<file path="src/hdl/mva_pkg.sv">
// ----------------------------------------------------------------------------
// mva_pkg
// Shared constants and the pitch table of the MIDI voice allocator.
// ----------------------------------------------------------------------------
package mva_pkg;

  localparam logic [25:0] STEP_K = 26'd26266401;
  localparam logic [3:0] KIND_NOTE_OFF = 4'h8;
  localparam logic [3:0] KIND_NOTE_ON  = 4'h9;
  localparam logic [3:0] KIND_CTRL     = 4'hB;
  localparam logic [3:0] KIND_BEND     = 4'hE;
  localparam logic [3:0] PERC_CHANNEL  = 4'h9;
  localparam logic [6:0] CC_PEDAL      = 7'h40;
  localparam logic [6:0] CC_VOLUME     = 7'h07;
  localparam logic [6:0] CC_ALL_OFF    = 7'h78;
  localparam logic [6:0] CC_RESET_ALL  = 7'h79;
  localparam logic [6:0] BEND_CENTER   = 7'h40;
  localparam logic [6:0] PEDAL_LIMIT   = 7'd50;
  localparam logic [6:0] KEY_OFFSET    = 7'd11;
  localparam logic [7:0] NO_CHANNEL    = 8'd255;
  localparam logic [7:0] NO_KEY        = 8'd255;
  localparam logic [7:0] GAIN_RESET    = 8'd128;

  localparam logic [15:0] FREQ_TAB [128] = '{
    16'd16, 16'd17, 16'd18, 16'd19, 16'd21, 16'd22, 16'd23, 16'd24, 16'd26,
    16'd28, 16'd29, 16'd31, 16'd33, 16'd35, 16'd37, 16'd39, 16'd41, 16'd44,
    16'd46, 16'd49, 16'd52, 16'd55, 16'd58, 16'd62, 16'd65, 16'd69, 16'd73,
    16'd78, 16'd82, 16'd87, 16'd92, 16'd98, 16'd104, 16'd110, 16'd117,
    16'd123, 16'd131, 16'd139, 16'd147, 16'd156, 16'd165, 16'd175, 16'd185,
    16'd196, 16'd208, 16'd220, 16'd233, 16'd247, 16'd262, 16'd277, 16'd294,
    16'd311, 16'd330, 16'd349, 16'd370, 16'd392, 16'd415, 16'd440, 16'd466,
    16'd494, 16'd523, 16'd554, 16'd587, 16'd622, 16'd659, 16'd698, 16'd740,
    16'd784, 16'd831, 16'd880, 16'd932, 16'd988, 16'd1047, 16'd1109,
    16'd1175, 16'd1245, 16'd1319, 16'd1397, 16'd1480, 16'd1568, 16'd1661,
    16'd1760, 16'd1865, 16'd1976, 16'd2093, 16'd2217, 16'd2349, 16'd2489,
    16'd2637, 16'd2794, 16'd2960, 16'd3136, 16'd3322, 16'd3520, 16'd3729,
    16'd3951, 16'd4186, 16'd4435, 16'd4699, 16'd4978, 16'd5274, 16'd5588,
    16'd5920, 16'd6272, 16'd6645, 16'd7040, 16'd7459, 16'd7902, 16'd8372,
    16'd8870, 16'd9397, 16'd9956, 16'd10548, 16'd11175, 16'd11840,
    16'd12544, 16'd13290, 16'd14080, 16'd14917, 16'd15804, 16'd16744,
    16'd17740, 16'd18795, 16'd19912, 16'd21096, 16'd22351, 16'd23680,
    16'd25088
  };

  function automatic logic [15:0] tab(input logic [8:0] i);
    return (i > 9'd127) ? FREQ_TAB[127] : FREQ_TAB[i[6:0]];
  endfunction

endpackage

</file>
<file path="src/hdl/midi_voice_allocator_unit.sv">
// ----------------------------------------------------------------------------
// midi_voice_allocator_unit
// Polyphonic voice allocator: handles MIDI messages and audio ticks.
// ----------------------------------------------------------------------------
// A tick walks every voice through S_TICK and S_OUT, waiting in S_OUT while the output stalls; one result a voice.
// A message walks all voices once per pass.
// A phase step is the product hz * STEP_K, formed in S_STEP_A or S_BEND_A and stored in S_STEP_B or S_BEND_B.
// Reset is synchronous; all voice state returns to its reset value at once.
// The block is not ready while an item is in work.
module midi_voice_allocator_unit #(
  parameter int VOICES = 12,
  parameter int PHASE_FRACTION_BITS = 11
) (
  input  logic        clk,
  input  logic        rst,
  input  logic        s_axis_tvalid,
  output logic        s_axis_tready,
  input  logic [23:0] s_axis_tdata,  // status[7:0], key[14:8], amount[21:15], zero pad
  input  logic        s_axis_tuser,  // command
  output logic        m_axis_tvalid,
  input  logic        m_axis_tready,
  output logic [31:0] m_axis_tdata,  // voice[3:0], sounding[4], sample_index[20:5],
                                     // gain[28:21], zero pad
  output logic        m_axis_tlast,  // last
  input  logic        cfg_valid,
  output logic        cfg_ready,
  input  logic        cfg_index,
  input  logic [15:0] cfg_data
);
  import mva_pkg::*;

  localparam int VW = (VOICES > 1) ? $clog2(VOICES) : 1;

  typedef enum logic [3:0] {
    S_IDLE, S_TICK, S_OUT, S_MSG, S_FIND_KEY, S_FIND_FREE, S_STEP_A, S_STEP_B,
    S_BEND_A, S_BEND_B, S_DONE
  } state_t;

  state_t state;
  logic [VW-1:0] idx;
  logic [15:0] sample_length;
  logic hold_switch, pedal_on;
  logic [VOICES-1:0] voice_busy;
  logic [7:0] held_key [VOICES];
  logic [7:0] voice_channel [VOICES];
  logic [7:0] pitch_index [VOICES];
  logic [31:0] phase [VOICES];
  logic [15:0] phase_step [VOICES];
  logic [7:0] voice_gain [VOICES];
  logic [7:0] st;
  logic [6:0] key, amt;
  logic [31:0] best;
  logic [VW-1:0] pick, target;
  logic note_off_done;
  logic [15:0] hz;
  logic [41:0] prod;

  logic [3:0] kind;
  logic [7:0] ch8, n8;
  logic [31:0] end_ph, t_next;
  logic in_sample;
  logic [15:0] lo, hi, diff;
  logic [22:0] bend_mul;
  logic is_off;

  assign kind = st[7:4];
  assign ch8 = {4'h0, st[3:0]};
  assign n8 = {1'b0, key - KEY_OFFSET};
  assign end_ph = 32'({16'h0, sample_length} << PHASE_FRACTION_BITS);
  assign t_next = phase[idx] + {16'h0, phase_step[idx]};
  assign in_sample = (t_next >> PHASE_FRACTION_BITS) < {16'h0, sample_length};
  assign lo = tab((pitch_index[idx] >= 8'd2) ? {1'b0, pitch_index[idx] - 8'd2} : 9'd0);
  assign hi = tab({1'b0, pitch_index[idx]} + 9'd2);
  assign diff = (hi >= lo) ? hi - lo : 16'd0;
  assign bend_mul = 23'(diff * amt);
  assign is_off = !hold_switch && !pedal_on && st != {KIND_NOTE_OFF, PERC_CHANNEL}
                  && key >= KEY_OFFSET
                  && (kind == KIND_NOTE_OFF || (kind == KIND_NOTE_ON && amt == 7'd0));
  assign s_axis_tready = (state == S_IDLE);
  assign cfg_ready = 1'b1;

  always_ff @(posedge clk) begin
    if (rst) begin
      state <= S_IDLE;
      idx <= '0;
      sample_length <= 16'd1;
      hold_switch <= 1'b0;
      pedal_on <= 1'b0;
      voice_busy <= '0;
      m_axis_tvalid <= 1'b0;
      for (int v = 0; v < VOICES; v++) begin
        held_key[v] <= 8'd0;
        voice_channel[v] <= NO_CHANNEL;
        pitch_index[v] <= 8'd0;
        phase[v] <= 32'd0;
        phase_step[v] <= 16'd0;
        voice_gain[v] <= GAIN_RESET;
      end
    end else begin
      if (cfg_valid) begin
        if (cfg_index == 1'b0) sample_length <= cfg_data;
        else hold_switch <= cfg_data[0];
      end
      unique case (state)
        S_IDLE: begin
          if (s_axis_tvalid) begin
            st <= s_axis_tdata[7:0];
            key <= s_axis_tdata[14:8];
            amt <= s_axis_tdata[21:15];
            idx <= '0;
            state <= s_axis_tuser ? S_TICK : S_MSG;
          end
        end
        S_TICK: begin
          if (in_sample) begin
            phase[idx] <= t_next;
          end else if (voice_busy[idx]) begin
            voice_busy[idx] <= 1'b0;
            held_key[idx] <= NO_KEY;
            voice_channel[idx] <= NO_CHANNEL;
          end
          m_axis_tdata <= {3'd0, in_sample ? voice_gain[idx] : 8'd0,
                           in_sample ? t_next[PHASE_FRACTION_BITS +: 16] : 16'd0,
                           in_sample, 4'(idx)};
          m_axis_tlast <= (32'(idx) == VOICES - 1);
          m_axis_tvalid <= 1'b1;
          state <= S_OUT;
        end
        S_OUT: begin
          if (m_axis_tready) begin
            m_axis_tvalid <= 1'b0;
            if (32'(idx) == VOICES - 1) state <= S_IDLE;
            else begin
              idx <= idx + 1'b1;
              state <= S_TICK;
            end
          end
        end
        S_MSG: begin
          // One pass over the voices for bend, controllers and note-off.
          if (kind == KIND_BEND && st != {KIND_BEND, PERC_CHANNEL}
              && voice_channel[idx] == ch8 && pitch_index[idx] != 8'd0) begin
            hz <= (amt == BEND_CENTER) ? tab({1'b0, pitch_index[idx]})
                  : 16'(bend_mul >> 7) + lo;
            target <= idx;
            state <= S_BEND_A;
          end else begin
            if (kind == KIND_CTRL && st != {KIND_CTRL, PERC_CHANNEL}) begin
              if (key == CC_PEDAL) pedal_on <= (amt > PEDAL_LIMIT);
              if (key == CC_VOLUME && voice_channel[idx] == ch8)
                voice_gain[idx] <= {1'b0, amt};
              if (key == CC_ALL_OFF && voice_channel[idx] == ch8) begin
                voice_channel[idx] <= NO_CHANNEL;
                phase[idx] <= end_ph;
                voice_busy[idx] <= 1'b0;
                pitch_index[idx] <= 8'd0;
              end
              if (key == CC_RESET_ALL) begin
                voice_channel[idx] <= NO_CHANNEL;
                voice_gain[idx] <= GAIN_RESET;
                pedal_on <= 1'b0;
              end
            end
            if (is_off && held_key[idx] == n8 && (idx == '0 || !note_off_done)) begin
              phase[idx] <= end_ph;
              voice_busy[idx] <= 1'b0;
              voice_channel[idx] <= NO_CHANNEL;
              held_key[idx] <= NO_KEY;
              note_off_done <= 1'b1;
            end else if (is_off && idx == '0) note_off_done <= 1'b0;
            if (32'(idx) == VOICES - 1) begin
              idx <= '0;
              state <= (kind == KIND_NOTE_ON && amt != 7'd0
                        && st != {KIND_NOTE_ON, PERC_CHANNEL} && key >= KEY_OFFSET)
                       ? S_FIND_KEY : S_DONE;
            end else idx <= idx + 1'b1;
          end
        end
        S_BEND_A: begin
          prod <= 42'(hz * STEP_K);
          state <= S_BEND_B;
        end
        S_BEND_B: begin
          phase_step[target] <= prod[39:24];
          if (32'(idx) == VOICES - 1) begin
            idx <= '0;
            state <= S_DONE;
          end else begin
            idx <= idx + 1'b1;
            state <= S_MSG;
          end
        end
        S_FIND_KEY: begin
          if (held_key[idx] == n8) begin
            target <= idx;
            hz <= tab({1'b0, n8});
            state <= S_STEP_A;
          end else if (32'(idx) == VOICES - 1) begin
            idx <= '0;
            best <= 32'd0;
            pick <= '0;
            state <= S_FIND_FREE;
          end else idx <= idx + 1'b1;
        end
        S_FIND_FREE: begin
          if (!voice_busy[idx]) begin
            target <= idx;
            held_key[idx] <= n8;
            hz <= tab({1'b0, n8});
            state <= S_STEP_A;
          end else begin
            if (phase[idx] > best) begin
              best <= phase[idx];
              pick <= idx;
            end
            if (32'(idx) == VOICES - 1) begin
              target <= (phase[idx] > best) ? idx : pick;
              held_key[(phase[idx] > best) ? idx : pick] <= n8;
              hz <= tab({1'b0, n8});
              state <= S_STEP_A;
            end else idx <= idx + 1'b1;
          end
        end
        S_STEP_A: begin
          prod <= 42'(hz * STEP_K);
          state <= S_STEP_B;
        end
        S_STEP_B: begin
          voice_channel[target] <= ch8;
          pitch_index[target] <= n8;
          phase[target] <= 32'd0;
          phase_step[target] <= prod[39:24];
          voice_busy[target] <= 1'b1;
          state <= S_DONE;
        end
        S_DONE: state <= S_IDLE;
        default: state <= S_IDLE;
      endcase
    end
  end

`ifndef SYNTHESIS
  a_out_only_in_out: assert property (@(posedge clk) disable iff (rst)
    m_axis_tvalid |-> state == S_OUT) else $error("result outside output state");
  a_busy_not_ready: assert property (@(posedge clk) disable iff (rst)
    (state != S_IDLE) |-> !s_axis_tready) else $error("ready while busy");
  a_last_idx: assert property (@(posedge clk) disable iff (rst)
    (m_axis_tvalid && m_axis_tlast) |-> 32'(idx) == VOICES - 1) else $error("bad last");
`endif

endmodule
</file>
<file path="config.mk">
export PLATFORM = sky130hd
export DESIGN_NAME = midi_voice_allocator_unit
export DESIGN_NICKNAME = d
export VERILOG_FILES = /design/src/hdl/mva_pkg.sv /design/src/hdl/midi_voice_allocator_unit.sv
export SDC_FILE = /design/constraint.sdc
export NUM_CORES = 2
export LEC_CHECK = 0
export BUFFER_PORTS_ARGS = -buffer_cell sky130_fd_sc_hd__buf_2
export CAP_MARGIN = 25
export CORE_MARGIN = 2
export CORE_UTILIZATION = 45
export CTS_CLUSTER_DIAMETER = 150
export DETAILED_ROUTE_END_ITERATION = 8
export PLACE_DENSITY = 0.65
export RECOVER_POWER = 100
export SLEW_MARGIN = 10
export SYNTH_ARGS = -nofsm -noshare
export SYNTH_HDL_FRONTEND = slang
export SYNTH_SLANG_ARGS = --single-unit
</file>
<file path="constraint.sdc">
create_clock -name clk -period 13.3 [get_ports clk]
set_clock_uncertainty 0.1 [all_clocks]
set_input_delay 2.66 -clock clk [delete_from_list [all_inputs] [get_ports clk]]
set_output_delay 2.66 -clock clk [all_outputs]
set_load 0.05 [all_outputs]
</file>
==> flow_summary_export.csv <==
group,metric,value,unit
synthesis,netlist.area_leader.share,0.5141,
placement,dp_hpwl,154.9,mm
clock_network,root_buffer,"clkbuf_16",
floorplanning,initial_core_util,0.4516,
clock_network,clkSlewWorstSetupHoldPaths,0.06,ns
clock_network,htree_levels,4,
drt,vias,54274,
floorplanning,io_pins,83,
floorplanning,placementRows,153,
outcome,failed_checks,"max-capacitance violations, max-slew violations",
flow_run,drv_cap,3,
critical_path,path_class,"reg2reg",
cells_and_area,final-seq-area,0.04115,mm^2
clock_network,clockBufferDepth,3,
critical_path,crit_slowest_cell,"fa_1",
placement,place_area,0.08353,mm^2
critical_path,crit_top_cell,"buf_4",
synthesis,synthFlopType,"edfxtp_1",
synthesis,avgSynthCellArea,12.31,um^2
grt,grt_use_total,0.2544,
drt,drcViolationCount,0,
placement,dp.cells,8769,
sta,finalCritPeriodShare,0.9444,
critical_path,critPathLaunchType,"flip-flop",
drt,drtIter0Drc,5722,
drt,viasPerCell,6.003,
cells_and_area,final_area,0.08827,mm^2
clock_network,cts_buffers,137,
drt,ant_nets,0,
sta,hold_viol_final,0,
sta,worst_slew_pin_slew,3.831,ns
sta,setup_ws,0.7401,ns
synthesis,synth_cell_types,102,
placement,portBuffers,76,
clock_network,cts_hold_buf,0,
synthesis,seq_area_frac_synth,0.5251,
grt,grt_max_degree,100,
synthesis,synth_top_area_cell,"edfxtp_1",
synthesis,synth_edf_count,1341,
sta,fmax,79.62,MHz
floorplanning,dieHeight,421.2,um
cells_and_area,multi_input_comb_area,0.03436,mm^2
critical_path,cp_max_fo,24,
placement,gp_congestion,0.9454,
grt,grt_pass1_vias,54385,
grt,grt_overflow_total,0,
synthesis,yosysWarningCount,0,
clock_network,clkLatencyLatePin,0.78,ns
critical_path,critical-path-max-stage-delay,0.55,ns
floorplanning,dieArea,0.1774,mm^2
cells_and_area,final_nets,7127,
outcome,status,"finished with violations",
synthesis,synth_area_leaders,"edfxtp_1 51%, mux4_2 10%, ha_1 5.2%, fa_1 3.9%, nor2_1 3.1%",
cells_and_area,final_cell_mix,"1341 x edfxtp_1, 642 x nor2_1, 443 x nand2_1",
synthesis,synth-seq-cells,1384,
sta,relSlewSlack,-1.554,
sta,post-route-min-period,12.56,ns
critical_path,end_kind,"flip-flop",
cells_and_area,drive_above_1_share,0.1879,
cells_and_area,areaGrowthSynthToFinish,12.69,%
critical_path,worstPathArrival,12.98,ns
synthesis,syn_inst,6363,
cells_and_area,fill_cells,15061,
sta,slew_violations,131,
floorplanning,die-width,421.2,um
cells_and_area,layout_commonest_cell,"edfxtp_1",
drt,drt_wl_total,229.3,mm
synthesis,synth_area,0.07833,mm^2
sta,setup-violations-final,0,
grt,antenna_found_initial,5,
clock_network,cts_tree,"built",
critical_path,cp.required,13.72,ns
placement,dp_slack,0.1813,ns
drt,detail_route.wl_per_cell,25.36,um
drt,detailedRoute.firstPassIterationCount,6,
floorplanning,core_area,0.1734,mm^2
min_path,hp-class,"reg2reg",
grt,grt_pass1_wl,343.2,mm
synthesis,ys_async_sr_fraction,0,
clock_network,clock-sinks,1384,
cells_and_area,fin_cells,9041,
[critical path: cells and delay by family (launching register included)]
| family | cells | cell delay (ns) |
|---|---|---|
| AOI/OAI and AO/OA | 19 | 3.33 |
| DFF | 1 | 0.43 |
| adders and majority gates | 9 | 3.49 |
| and+or+nand+nor | 9 | 1.02 |
| buffers and inverters | 15 | 2.47 |
| xor gates and xnor gates | 2 | 0.37 |
| muxes | 2 | 1.06 |
[cells in the mapped netlist (25+ instances only)]
cell type,instances
or3_1,35
inv_1,383
mux4_2,355
o22ai_1,25
xnor2_1,80
buf_1,46
nor4_1,99
and2_1,300
nor3_1,201
ha_1,324
nand3_1,91
clkbuf_1,320
xor2_1,38
dfxtp_1,43
edfxtp_1,1341
a21o_1,45
o21ai_0,210
and3_1,62
o21a_1,27
buf_2,70
a22oi_1,41
o211ai_1,54
a21oi_1,254
a31oi_1,55
nor2_1,656
nand2_1,456
nand2b_1,29
mux2i_1,38
nor2b_1,55
fa_1,154
a211oi_1,53
or2_2,43
[timing repair]
| item | in CTS | in global routing |
|---|---|---|
| endpoints found under the setup margin | 0 | 9 |
| gates resized for setup | 0 | 32 |
| buffers inserted | 0 | 8 |
[metal layers]
metal | GRT usage | wire (um) | up-vias | part of all wire
met4 | 0.1119 | 10610 | 0 | 0.046
met2 | 0.4197 | 110800 | 2497 | 0.48
met3 | 0.04022 | 18150 | 438 | 0.079
met1 | 0.3330 | 89750 | 27341 | 0.39
met5 | 0 | 0 | - | 0
li1 | - | - | 23998 | -
[cell families after synthesis]
family          share of synthesized area
xor+xnor                          0.01319
flops                              0.5251
buf+inv                           0.04596
simple gates                       0.1301
fa+ha+maj                         0.09124
other cells                    0.00009588
mux                                0.1091
compound gates                    0.08521
[cell type report]
class,count,area share
sequential,1384,0.4662
multi-input combinational,4174,0.3893
timing repair buffer,516,0.04479
clock buffer,174,0.04186
tap,2325,0.03296
inverter,389,0.01654
clock inverter,74,0.008236
antenna,5,0.0001418
[through the flow]
stage / utilization / hold slack, ns / setup TNS, ns
finish: 0.5089 / 0.3580 / 0
global route: 0.5089 / 0.3718 / -0.04679
CTS: 0.5071 / 0.3571 / 0
detailed placement: 0.4816 / 0.3482 / 0
global placement: 0.4805 / 0.3400 / 0
floorplan: - / 0.3064 / 0
[sequential cells by signal (all words and copies together), names as in the netlist, 4 cells and up, named ones only]
signal and flops:
amt 7, best 32, held_key 128, hz 16, idx 4, key 7, m_axis_tdata 29, phase 512
phase_step 256, pick 4, pitch_index 112, prod 16, sample_length 16, st 8, state 4, target 4
voice_busy 12, voice_channel 80, voice_gain 128
[final timing paths]
path / startpoint / endpoint / slack [ns] / depth (start not counted)
max reg2reg: flip-flop / hz[15] / 0.74 / 56
min reg2reg: sample_length[6] / sample_length[6] / 0.36 / 2
min: sample_length[6] / sample_length[6] / 0.36 / 2
max: flip-flop / hz[15] / 0.74 / 56
Power is left out: the tool's default activity adds up to more than one toggle a clock period on the data nets, which glitch-free logic cannot reach.
